[config.mk]
export PLATFORM = sky130hd
export DESIGN_NAME = intel_hex_stream_decoder_core
export DESIGN_NICKNAME = d
export VERILOG_FILES = /design/src/sv/ihex_pkg.sv /design/src/sv/ihex_front.sv /design/src/sv/ihex_queue.sv /design/src/sv/ihex_back.sv /design/src/sv/intel_hex_stream_decoder_core.sv
export SDC_FILE = /design/constraint.sdc
export NUM_CORES = 1
export LEC_CHECK = 0
export BUFFER_PORTS_ARGS = -buffer_cell sky130_fd_sc_hd__buf_2
export CAP_MARGIN = 20
export CORE_ASPECT_RATIO = 0.9
export CORE_MARGIN = 5
export CORE_UTILIZATION = 60
export DETAILED_ROUTE_END_ITERATION = 10
export HOLD_SLACK_MARGIN = 0.05
export PLACE_DENSITY = 0.84
export RECOVER_POWER = 50
export SETUP_SLACK_MARGIN = 0.3
export SYNTH_ARGS = -nofsm -noshare
export SYNTH_HDL_FRONTEND = slang
export SYNTH_SLANG_ARGS = --single-unit
export TNS_END_PERCENT = 30
[constraint.sdc]
create_clock -name clk_i -period 8.75 [get_ports clk_i]
set_input_delay 0.875 -clock clk_i [delete_from_list [all_inputs] [get_ports clk_i]]
set_output_delay 0.875 -clock clk_i [all_outputs]
set_load 0.02 [all_outputs]
[src/sv/ihex_pkg.sv]
// ----------------------------------------------------------------------------
// ihex_pkg: shared types and constants for the HEX stream decoder
// Character classes, queue geometry, result kinds and error codes.
// ----------------------------------------------------------------------------
package ihex_pkg;

  // Depth of the token queue between front and back.
  localparam int unsigned QueueDepth = 4;
  localparam int unsigned QueuePtrW  = $clog2(QueueDepth);
  localparam int unsigned QueueCntW  = $clog2(QueueDepth + 1);

  // ASCII codes the front end looks for.
  localparam logic [7:0] ChColon = 8'h3A;
  localparam logic [7:0] ChLf    = 8'h0A;
  localparam logic [7:0] ChCr    = 8'h0D;
  localparam logic [7:0] ChNul   = 8'h00;

  // Record types.
  localparam logic [7:0] RecData = 8'h00;
  localparam logic [7:0] RecEof  = 8'h01;
  localparam logic [7:0] RecExt  = 8'h04;

  // Result kinds.
  localparam logic [1:0] KindData    = 2'd0;
  localparam logic [1:0] KindRecord  = 2'd1;
  localparam logic [1:0] KindSummary = 2'd2;
  localparam logic [1:0] KindError   = 2'd3;

  // Error codes.
  localparam logic [2:0] ErrStart = 3'd0;
  localparam logic [2:0] ErrDigit = 3'd1;
  localparam logic [2:0] ErrType  = 3'd2;
  localparam logic [2:0] ErrShort = 3'd3;
  localparam logic [2:0] ErrCsum  = 3'd4;

  // Character classes after the front end.
  typedef enum logic [2:0] {
    TOK_HEX,
    TOK_EOL,
    TOK_NUL,
    TOK_COLON,
    TOK_OTHER
  } tok_e;

  typedef struct packed {
    tok_e       cls;
    logic [3:0] nib;
  } token_t;

  typedef struct packed {
    logic [1:0]  kind;
    logic [31:0] address;
    logic [7:0]  data_byte;
    logic        record_ok;
    logic [2:0]  error_code;
    logic [31:0] low_address;
    logic [32:0] byte_count;
  } result_t;

  // Classify one character and decode its hex value.
  function automatic token_t classify(input logic [7:0] c);
    token_t t;
    t.cls = TOK_OTHER;
    t.nib = 4'd0;
    if (c >= 8'h30 && c <= 8'h39) begin
      t.cls = TOK_HEX;
      t.nib = c[3:0];
    end else if ((c >= 8'h41 && c <= 8'h46) || (c >= 8'h61 && c <= 8'h66)) begin
      t.cls = TOK_HEX;
      t.nib = c[3:0] + 4'd9;
    end else if (c == ChLf || c == ChCr) begin
      t.cls = TOK_EOL;
    end else if (c == ChNul) begin
      t.cls = TOK_NUL;
    end else if (c == ChColon) begin
      t.cls = TOK_COLON;
    end
    return t;
  endfunction

endpackage

[src/sv/ihex_front.sv]
// ----------------------------------------------------------------------------
// ihex_front: character intake
// Accepts characters and turns each into a classified token for the queue.
// ----------------------------------------------------------------------------
module ihex_front (
  input  logic              in_valid_i,
  input  logic [7:0]        ch_i,
  input  logic              q_full_i,
  output logic              in_stall_o,
  output logic              push_o,
  output ihex_pkg::token_t  push_tok_o
);
  import ihex_pkg::*;

  // A request is taken whenever the queue has room.
  assign in_stall_o = q_full_i;
  assign push_o     = in_valid_i & ~q_full_i;

  // Character classification and hex digit decode.
  assign push_tok_o = classify(ch_i);

endmodule

[src/sv/ihex_queue.sv]
// ----------------------------------------------------------------------------
// ihex_queue: token queue
// A short first-in first-out store between the front and the back.
// ----------------------------------------------------------------------------
module ihex_queue (
  input  logic              clk_i,
  input  logic              rst_ni,
  input  logic              push_i,
  input  ihex_pkg::token_t  push_tok_i,
  input  logic              pop_i,
  output logic              full_o,
  output logic              nonempty_o,
  output ihex_pkg::token_t  head_o
);
  import ihex_pkg::*;

  token_t                 mem_q [QueueDepth];
  logic [QueuePtrW-1:0]   wr_q, wr_d, rd_q, rd_d;
  logic [QueueCntW-1:0]   cnt_q, cnt_d;

  assign full_o     = (cnt_q == QueueCntW'(QueueDepth));
  assign nonempty_o = (cnt_q != '0);
  assign head_o     = mem_q[rd_q];

  // Pointer and fill count update.
  always_comb begin
    wr_d  = push_i ? QueuePtrW'((QueueCntW'(wr_q) + 1'b1) % QueueDepth) : wr_q;
    rd_d  = pop_i  ? QueuePtrW'((QueueCntW'(rd_q) + 1'b1) % QueueDepth) : rd_q;
    cnt_d = cnt_q + QueueCntW'(push_i) - QueueCntW'(pop_i);
  end

  always_ff @(posedge clk_i or negedge rst_ni) begin
    if (!rst_ni) begin
      wr_q  <= '0;
      rd_q  <= '0;
      cnt_q <= '0;
    end else begin
      wr_q  <= wr_d;
      rd_q  <= rd_d;
      cnt_q <= cnt_d;
    end
  end

  // Entry storage.
  always_ff @(posedge clk_i) begin
    if (push_i) begin
      mem_q[wr_q] <= push_tok_i;
    end
  end

endmodule

[src/sv/ihex_back.sv]
// ----------------------------------------------------------------------------
// ihex_back: record decoder
// Runs the record state machine on tokens and holds the result register.
// ----------------------------------------------------------------------------
module ihex_back (
  input  logic               clk_i,
  input  logic               rst_ni,
  input  logic               tok_valid_i,
  input  ihex_pkg::token_t   tok_i,
  output logic               pop_o,
  input  logic               out_stall_i,
  output logic               out_valid_o,
  output ihex_pkg::result_t  res_o
);
  import ihex_pkg::*;

  localparam logic [3:0] PhWait   = 4'd0;
  localparam logic [3:0] PhLen    = 4'd1;
  localparam logic [3:0] PhAddrHi = 4'd2;
  localparam logic [3:0] PhAddrLo = 4'd3;
  localparam logic [3:0] PhType   = 4'd4;
  localparam logic [3:0] PhData   = 4'd5;
  localparam logic [3:0] PhCsum   = 4'd6;
  localparam logic [3:0] PhTail   = 4'd7;

  logic [3:0]  phase_q, phase_d;
  logic        nib_cnt_q, nib_cnt_d;
  logic [3:0]  hi_nib_q, hi_nib_d;
  logic [7:0]  len_q, len_d;
  logic [7:0]  addr_hi_q, addr_hi_d;
  logic        is_data_q, is_data_d;
  logic        is_ext_q, is_ext_d;
  logic [7:0]  done_q, done_d;
  logic [15:0] upper_q, upper_d;
  logic [7:0]  sum_q, sum_d;
  logic [31:0] cur_addr_q, cur_addr_d;
  logic [31:0] low_q, low_d;
  logic [31:0] high_q, high_d;
  logic        any_q, any_d;
  logic        halted_q, halted_d;
  logic        out_valid_q, out_valid_d;
  result_t     res_q, res_d;
  logic        has_res;

  logic [7:0]  byte_val;
  logic [7:0]  sum_new;
  logic [7:0]  done_inc;

  // The back takes a token whenever the result slot is free or draining.
  assign pop_o       = tok_valid_i & (~out_valid_q | ~out_stall_i);
  assign out_valid_o = out_valid_q;
  assign res_o       = res_q;

  assign byte_val = {hi_nib_q, tok_i.nib};
  assign sum_new  = sum_q + byte_val;
  assign done_inc = done_q + 8'd1;

  // Record decode for one token.
  always_comb begin
    phase_d    = phase_q;
    nib_cnt_d  = nib_cnt_q;
    hi_nib_d   = hi_nib_q;
    len_d      = len_q;
    addr_hi_d  = addr_hi_q;
    is_data_d  = is_data_q;
    is_ext_d   = is_ext_q;
    done_d     = done_q;
    upper_d    = upper_q;
    sum_d      = sum_q;
    cur_addr_d = cur_addr_q;
    low_d      = low_q;
    high_d     = high_q;
    any_d      = any_q;
    halted_d   = halted_q;
    has_res    = 1'b0;
    res_d      = '0;

    if (pop_o && !halted_q) begin
      if (phase_q == PhWait || phase_q == PhTail) begin
        // Between records: line ends, record start or end of input.
        unique case (tok_i.cls)
          TOK_NUL: begin
            has_res           = 1'b1;
            res_d.kind        = KindSummary;
            res_d.low_address = low_q;
            res_d.byte_count  = any_q ? ({1'b0, high_q} - {1'b0, low_q} + 33'd1) : '0;
            phase_d    = PhWait;
            nib_cnt_d  = 1'b0;
            hi_nib_d   = '0;
            len_d      = '0;
            addr_hi_d  = '0;
            is_data_d  = 1'b1;
            is_ext_d   = 1'b0;
            done_d     = '0;
            upper_d    = '0;
            sum_d      = '0;
            cur_addr_d = '0;
            low_d      = '1;
            high_d     = '0;
            any_d      = 1'b0;
          end
          TOK_EOL: begin
            phase_d = PhWait;
          end
          TOK_COLON: begin
            if (phase_q == PhWait) begin
              phase_d   = PhLen;
              nib_cnt_d = 1'b0;
              sum_d     = '0;
              len_d     = '0;
              addr_hi_d = '0;
              is_data_d = 1'b1;
              is_ext_d  = 1'b0;
              done_d    = '0;
            end
          end
          TOK_HEX, TOK_OTHER: begin
            if (phase_q == PhWait) begin
              has_res          = 1'b1;
              res_d.kind       = KindError;
              res_d.error_code = ErrStart;
              halted_d         = 1'b1;
            end
          end
          default: ;
        endcase
      end else begin
        // Inside a record: only hex digits are legal.
        unique case (tok_i.cls)
          TOK_EOL, TOK_NUL: begin
            has_res          = 1'b1;
            res_d.kind       = KindError;
            res_d.error_code = ErrShort;
            halted_d         = 1'b1;
          end
          TOK_COLON, TOK_OTHER: begin
            has_res          = 1'b1;
            res_d.kind       = KindError;
            res_d.error_code = ErrDigit;
            halted_d         = 1'b1;
          end
          TOK_HEX: begin
            if (!nib_cnt_q) begin
              nib_cnt_d = 1'b1;
              hi_nib_d  = tok_i.nib;
            end else begin
              nib_cnt_d = 1'b0;
              sum_d     = sum_new;
              unique case (phase_q)
                PhLen: begin
                  len_d   = byte_val;
                  phase_d = PhAddrHi;
                end
                PhAddrHi: begin
                  addr_hi_d = byte_val;
                  phase_d   = PhAddrLo;
                end
                PhAddrLo: begin
                  // The base address has a zero low half, so no add is needed.
                  cur_addr_d = {upper_q, addr_hi_q, byte_val};
                  phase_d    = PhType;
                end
                PhType: begin
                  is_data_d = (byte_val == RecData);
                  is_ext_d  = (byte_val == RecExt);
                  done_d    = '0;
                  if (byte_val != RecData && byte_val != RecEof && byte_val != RecExt) begin
                    has_res          = 1'b1;
                    res_d.kind       = KindError;
                    res_d.error_code = ErrType;
                    halted_d         = 1'b1;
                  end else begin
                    phase_d = (len_q != 8'd0) ? PhData : PhCsum;
                  end
                end
                PhData: begin
                  if (is_data_q) begin
                    has_res         = 1'b1;
                    res_d.kind      = KindData;
                    res_d.address   = cur_addr_q;
                    res_d.data_byte = byte_val;
                    if (cur_addr_q < low_q) low_d = cur_addr_q;
                    if (cur_addr_q > high_q) high_d = cur_addr_q;
                    any_d      = 1'b1;
                    cur_addr_d = cur_addr_q + 32'd1;
                  end else if (is_ext_q) begin
                    upper_d = {upper_q[7:0], byte_val};
                  end
                  done_d = done_inc;
                  if (done_inc == len_q) begin
                    phase_d = PhCsum;
                  end
                end
                PhCsum: begin
                  has_res = 1'b1;
                  if (sum_new != 8'd0) begin
                    res_d.kind       = KindError;
                    res_d.error_code = ErrCsum;
                    halted_d         = 1'b1;
                  end else begin
                    res_d.kind      = KindRecord;
                    res_d.record_ok = 1'b1;
                    phase_d         = PhTail;
                  end
                end
                default: ;
              endcase
            end
          end
          default: ;
        endcase
      end
    end

    // Result slot: loaded on a producing token, cleared when taken.
    if (pop_o) begin
      out_valid_d = has_res;
    end else begin
      out_valid_d = out_valid_q & out_stall_i;
    end
  end

  always_ff @(posedge clk_i or negedge rst_ni) begin
    if (!rst_ni) begin
      phase_q     <= PhWait;
      nib_cnt_q   <= 1'b0;
      hi_nib_q    <= '0;
      len_q       <= '0;
      addr_hi_q   <= '0;
      is_data_q   <= 1'b1;
      is_ext_q    <= 1'b0;
      done_q      <= '0;
      upper_q     <= '0;
      sum_q       <= '0;
      cur_addr_q  <= '0;
      low_q       <= '1;
      high_q      <= '0;
      any_q       <= 1'b0;
      halted_q    <= 1'b0;
      out_valid_q <= 1'b0;
    end else begin
      phase_q     <= phase_d;
      nib_cnt_q   <= nib_cnt_d;
      hi_nib_q    <= hi_nib_d;
      len_q       <= len_d;
      addr_hi_q   <= addr_hi_d;
      is_data_q   <= is_data_d;
      is_ext_q    <= is_ext_d;
      done_q      <= done_d;
      upper_q     <= upper_d;
      sum_q       <= sum_d;
      cur_addr_q  <= cur_addr_d;
      low_q       <= low_d;
      high_q      <= high_d;
      any_q       <= any_d;
      halted_q    <= halted_d;
      out_valid_q <= out_valid_d;
    end
  end

  // Result payload.
  always_ff @(posedge clk_i) begin
    if (pop_o && has_res) begin
      res_q <= res_d;
    end
  end

endmodule

[src/sv/intel_hex_stream_decoder_core.sv]
// ----------------------------------------------------------------------------
// intel_hex_stream_decoder_core: HEX text stream decoder, top level
// Decodes data, end and extended linear address records from ASCII text.
//
//   channel | direction | handshake              | payload
//   --------+-----------+------------------------+-------------------------
//   input   | in        | in_valid_i/in_stall_o  | ch_i
//   result  | out       | out_valid_o/out_stall_i| kind_o .. byte_count_o
//
// While the result side is not stalled, one character per cycle is sustained
// and the record state machine in the back end handles one token each cycle.
// At the earliest, a character's result reaches the outputs through the queue,
// then the result register. Reset clears the queue, the decoder state and the
// result slot. A stalled result holds the back end; the four-entry queue keeps
// taking characters until it fills, then in_stall_o rises.
// ----------------------------------------------------------------------------
module intel_hex_stream_decoder_core (
  input  logic        clk_i,
  input  logic        rst_ni,
  input  logic        in_valid_i,
  output logic        in_stall_o,
  input  logic [7:0]  ch_i,
  output logic        out_valid_o,
  input  logic        out_stall_i,
  output logic [1:0]  kind_o,
  output logic [31:0] address_o,
  output logic [7:0]  data_byte_o,
  output logic        record_ok_o,
  output logic [2:0]  error_code_o,
  output logic [31:0] low_address_o,
  output logic [32:0] byte_count_o
);
  import ihex_pkg::*;

  logic    q_full, q_nonempty, push, pop;
  token_t  push_tok, head_tok;
  result_t res;

  // Character intake and classification.
  ihex_front u_front (
    .in_valid_i (in_valid_i),
    .ch_i       (ch_i),
    .q_full_i   (q_full),
    .in_stall_o (in_stall_o),
    .push_o     (push),
    .push_tok_o (push_tok)
  );

  // Token queue.
  ihex_queue u_queue (
    .clk_i      (clk_i),
    .rst_ni     (rst_ni),
    .push_i     (push),
    .push_tok_i (push_tok),
    .pop_i      (pop),
    .full_o     (q_full),
    .nonempty_o (q_nonempty),
    .head_o     (head_tok)
  );

  // Record decoder and result register.
  ihex_back u_back (
    .clk_i       (clk_i),
    .rst_ni      (rst_ni),
    .tok_valid_i (q_nonempty),
    .tok_i       (head_tok),
    .pop_o       (pop),
    .out_stall_i (out_stall_i),
    .out_valid_o (out_valid_o),
    .res_o       (res)
  );

  assign kind_o        = res.kind;
  assign address_o     = res.address;
  assign data_byte_o   = res.data_byte;
  assign record_ok_o   = res.record_ok;
  assign error_code_o  = res.error_code;
  assign low_address_o = res.low_address;
  assign byte_count_o  = res.byte_count;

endmodule

==> Word-level counts from Yosys, hierarchy flattened <==
Memories as Yosys holds them, arrays and structs flattened.
Index checks and enable logic that the tools add are counted.
{ "word_totals": {"reg_bits": 276, "ramBits": 28, "in_bits": 12, "output_inout_bits": 113, "memories": 1} }
{ "memory_table": {"columns": ["name", "depth", "word_bits", "rd", "rd_clocked_by_memory_dff", "write_ports", "line_no", "text"], "rows": [
  ["u_queue.mem_q", 4, 7, 1, 0, 1, "ihex_queue.sv:17", "token_t mem_q [QueueDepth];"]
]} }
{ "op_classes": {"add_sub_neg": 10, "magnitude_cmp": 8, "eq_ne": 35, "n_mux": 119, "n_bitwise": 13, "reduce_logical": 56} }
{ "op_table": {"columns": ["op", "n"], "rows": [
  ["$mux 32", 18],
  ["$mux 8", 15],
  ["$mux 16", 7],
  ["$mux 40", 2],
  ["$pmux 32 s2", 1],
  ["$mux 4", 12],
  ["$mux 46", 1],
  ["$reduce_and 6->1", 6],
  ["$mux 1", 35],
  ["$add 33x1->33 const B", 1],
  ["$sub 32x32->33", 1],
  ["$add 32x1->32 const B", 1],
  ["$gt 32x32->1", 1],
  ["$lt 32x32->1", 1],
  ["$pmux 8 s2", 2],
  ["$pmux 4 s6", 1],
  ["$reduce_bool 8->1", 3],
  ["$reduce_and 7->1", 3],
  ["$reduce_bool 2->1", 10],
  ["$eq 4x3->1 const B", 4],
  ["$eq 8x4->1 const B", 2],
  ["$ge 8x7->1 const B", 2],
  ["$le 8x7->1 const B", 2],
  ["$logic_not 8->1", 2],
  ["other kinds (52)", 108]
]} }

==> Depth between registers and ports, before layout <==
An unclocked memory read counts as a cell.
{ "logic_depth": {"ltp_word": 11, "depth_mapped": 14, "depth_no_buf": 14} }

==> Modules after synthesis <==
A second synthesis with hierarchy kept.
{ "hier_totals": {"cells_unflattened": 1584, "hier_area_um2": 16849.9} }
{ "modules_own_cells": {"columns": ["module", "n_inst", "cells_each", "area_per_inst_um2"], "rows": [
  ["ihex_back", 1, 1474, 15123.3],
  ["ihex_queue", 1, 71, 1401.3],
  ["ihex_front", 1, 39, 325.3]
]} }

==> Worst setup path before layout <==
Ideal clock, no wire load.
{ "synth_path": {"kind": "register to register", "start": "register u_queue.rd_q[0]", "end": "register u_back.res_q, in the netlist u_back.res_o[0] (enable)", "setup_time_ns": 0.430, "arrival_time_ns": 3.472, "t_required_ns": 8.320, "path_slack_ns": 4.849, "stages_incl_launch_ff": 8, "period_less_slack_ns": 3.901, "path_cell_list": "dfrtp_1 -> buf_4 -> mux4_2 -> nor3_1 -> and3_1 -> clkbuf_1 -> a311o_1 -> a31o_2"} }
{ "synth_between": {"elab_chain_len": 11, "word_cells_on_any_way": 21, "classes_between": "6 x eq/ne; 7 x mux; 7 x reduce/logical; 1 x memory"} }
{ "synth_lines": {"columns": ["item", "line_no", "text"], "rows": [
  ["start: declaration", "ihex_queue.sv:18", "logic [QueuePtrW-1:0] wr_q, wr_d, rd_q, rd_d;"],
  ["start signal: assignment", "ihex_queue.sv:39", "rd_q <= rd_d;"],
  ["$mem_v2 4x7 (*)", null, null],
  ["$ne 8x1->1 / $reduce_bool 8->1 (equally long branches)", "ihex_back.sv:167", "if (byte_val != RecData && byte_val != RecEof && byte_val != RecExt) begin"],
  ["$logic_and 1x1->1 (2 in series)", "ihex_back.sv:167", null],
  ["$mux 1", "ihex_back.sv:167", null],
  ["$pmux 1 s3", "ihex_back.sv:149", "unique case (phase_q)"],
  ["$mux 1", "ihex_back.sv:143", "if (!nib_cnt_q) begin"],
  ["$pmux 1 s2", "ihex_back.sv:129", "unique case (tok_i.cls)"],
  ["$mux 1 (*)", "ihex_back.sv:79", "if (phase_q == PhWait || phase_q == PhTail) begin"],
  ["$mux 1 (*)", "ihex_back.sv:78", "if (pop_o && !halted_q) begin"],
  ["$logic_and 1x1->1 (*)", "ihex_back.sv:263", "if (pop_o && has_res) begin"],
  ["end signal: assignment", "ihex_back.sv:264", "res_q <= res_d;"],
  ["end: declaration", "ihex_back.sv:42", "result_t res_q, res_d;"]
]} }
Mark *: on every way between the ends. The rest lies on a longest branch, timed or not.
A chain may end at the register's enable or synchronous reset.

==> results by group <==
Run status
  • Outcome: complete, but fails checks
  • Failing checks: max-capacitance violations, max-slew violations

STA
  • Final setup viols: 0
  • Worst slew pin tran: 5.34 ns
  • Worst setup margin: 3.42 ns
  • Final Skew: 0.0216 ns
  • Crit share post-route: 60.9%
  • Fmax: 0.188 GHz
  • Hold Fails Final Rpt: 0
  • Hold_ws: 0.489 ns
  • Setup TNS Final: 0 ns
  • RSZ-0062 raised after global routing: false
  • Slew Viols, Final: 131
  • Post-layout min period: 5.33 ns
  • Rel. slew slack: -256%

Clock tree
  • Clock sink total: 303
  • CTS tree: built
  • Clock-pin slew on the worst setup and hold paths: 0.06 ns
  • CTS buffer count: 34
  • PostCTS Resize Cnt: 0
  • # Post-CTS Setup Buffers: 0
  • Bufs on Longest Clock Path: 3
  • Clock latency on the worst-skew pair: 0.52 ns
  • Clock root cell: clkbuf_16
  • Cts hold-fix bufs: 0
  • H-tree lvl count: 2

Finish
  • Most frequent cells in the layout: nor2_1, ha_1, edfxtp_1, dfrtp_1, clkbuf_1
  • Fraction of layout cells with a size suffix above 1: 7.41%
  • Nets: 1929
  • Antenna Diode Count: 0
  • Synth-to-layout area growth: 11.1%
  • Final design utilization: 67.9%
  • Final Non-Filler Cells: 2154
  • Design Area, Final: 19000 um^2
  • Commonest non-fill, non-tap cell in the layout: nor2_1
  • Fill cells: 2161

Synth
  • Post-synthesis compound-gate area fraction: 17.7%
  • Post-synthesis sequential area ratio: 48.6%
  • Largest family of logic cells by synthesized area: compound AO/OA/AOI/OAI gates
  • Async SR Flop Fraction: 54.1%
  • Synth Area in Adders: 11.0%
  • Synthesis Warnings: 0
  • Post-Syn Instances: 1663
  • Number of synthesized flops with an enable pin: 139
  • Post-synthesis cell area: 17100 um^2
  • Library cells used by synthesis: 84
  • Most used DFF post-synth: edfxtp_1
  • Synthesized area per cell: 10.3 um^2
  • #FFs+latches synth: 303
  • Fraction of synthesized area in multiplexers: 1.10%
  • Simple-Gate Fraction of Synth Area: 15.3%
  • Syn_nets: 1823
  • Synth Area in XOR/XNOR: 2.25%

Global routing
  • Gr ovfl total: 0
  • Vias in the first global route: 13.7k
  • Pin count of the biggest net entering global routing: 95
  • Overall Global Routing Usage: 27.4%
  • Initial antenna violation count: 0
  • First-pass GRT wire length: 71900 um

Floorplanning
  • Starting density of the core: 61.1%
  • Chip width: 188 um
  • IO Count: 125
  • CORE AREA: 28000 um^2
  • Die H: 170 um
  • Die Area: 32000 um^2
  • Row cnt: 58

Route
  • Vias: 13.7k
  • WL/cell: 20.5 um
  • TritonRoute pass-1 iters: 6
  • Remaining DRCs: 0
  • Vias per cell: 6.38
  • Starting DRT DRC Count: 1216
  • Routed WL: 44100 um
  • Final ANT Viol Nets: 0

Setup path
  • Crit-path max FO: 94
  • Worst path slowest cell: clkbuf_1
  • Buf+Inv Stages, Crit Path: 1
  • Crit-path cells: clkbuf_1
  • CP Class: primary input to asynchronous set/reset pin
  • Setup crit start: rst_ni
  • Worst path arrival time: 4.65 ns
  • Startpoint Class: primary input
  • CP max stage delay: 3.67 ns
  • Worst setup EP type: asynchronous set/reset pin
  • Worst EP required: 8.07 ns
  • Crit path max-delay family: buffers and inverters
  • Reg2Reg Launch Point: u_queue.rd_q[0]

Flow run
  • Max-cap violations: 2

Placement
  • Post-DP Area: 18000 um^2
  • GPL Wtd Cong: 0.936
  • Placed cells: 2090
  • Port bufs: 124
  • Final HPWL DP: 30700 um
  • Post-place setup slack: 4.33 ns

Pwr
  • Peak supply drop: 0.158 mV
  • Power Total: 5.75 mW
  • Pwr/cell area: 303 nW/um^2
  • Leak pwr: 7.88 nW

Worst hold path
  • Worst Hold Launch: u_back.upper_q[10]
  • HP Class: register to register
## cell usage after synthesis (36+ instances only)
library cell,count,share of area [%]
nor3_1,36,1.1
inv_1,104,2.3
nor2_1,166,3.6
o21ai_0,104,3.0
nand2_1,124,2.7
ha_1,145,11
clkbuf_1,52,1.1
dfrtp_1,131,19
a21oi_1,82,2.4
and2_1,43,1.6
a22o_1,44,2.3
edfxtp_1,139,24
## final timing paths
path / to / cells after the start / slack, ns
setup / recovery: u_back.high_q[2] / 1 / 3.42
hold / removal: u_back.upper_q[10] / 2 / 0.49
setup reg to reg: u_back.res_o[90] / 7 / 3.45
hold reg to reg: u_back.upper_q[10] / 2 / 0.49
max in group clk_i: u_back.res_o[90] / 7 / 3.45
min in group asynchronous: u_back.done_q[5] / 1 / 2.31
## tightest hold or removal path: cells and delay by family, from the launching register on
family / cells / cell delay (ns)
AO/OA/AOI/OAI: 1 / 0.06
flip-flops: 1 / 0.35
AND/OR/NAND/NOR: 1 / 0.05
## power breakdown
| group | total, mW | switching, mW | internal, mW |
|---|---|---|---|
| sequential | 2.09 | 0.271 | 1.81 |
| clock | 1.43 | 0.574 | 0.858 |
| combinational | 2.23 | 1.42 | 0.815 |
| total | 5.75 | 2.26 | 3.49 |
## area by class of cell
| type | count | area, um^2 | share of cell area [%] |
|---|---|---|---|
| clock buffers | 44 | 951 | 5.00 |
| repair buffers | 141 | 639 | 3.36 |
| multi-input cells | 1185 | 8100 | 42.6 |
| flip-flops and latches | 303 | 8320 | 43.7 |
| well taps | 360 | 450 | 2.37 |
| inverters | 104 | 390 | 2.05 |
| clock inverters | 17 | 170 | 0.895 |
## sequential cells by signal, indices dropped and copies added (netlist names), 2 cells and up
signal,count
u_back.res_o,111
u_back.done_q,8
u_back.upper_q,16
u_back.phase_q,3
u_back.high_q,32
u_back.hi_nib_q,4
u_back.sum_q,8
u_queue.wr_q,2
u_back.low_q,32
u_queue.cnt_q,3
u_back.len_q,8
u_queue.mem_q,28
u_back.addr_hi_q,8
u_queue.rd_q,2
u_back.cur_addr_q,32
## logic make-up (layout without fill, tap and decap cells)
| family | after synthesis | in the layout |
|---|---|---|
| buffers and inverters | 175 | 306 |
| and+or+nand+nor | 535 | 535 |
| muxes | 10 | 10 |
| AOI/OAI and AO/OA | 448 | 448 |
| adders and majority gates | 148 | 148 |
| xor gates and xnor gates | 44 | 44 |
| DFF | 303 | 303 |
## metal layers
metal  GRT usage (%)  share of wire [%]  vias to the layer above
met2            46.4                 48                      583
met1            36.2                 42                     6666
li1                -                  -                     6350
met4            10.2                3.8                        0
met3            4.10                6.6                      134
met5               0                  0                        -
Power figures use the tool's default switching activity.
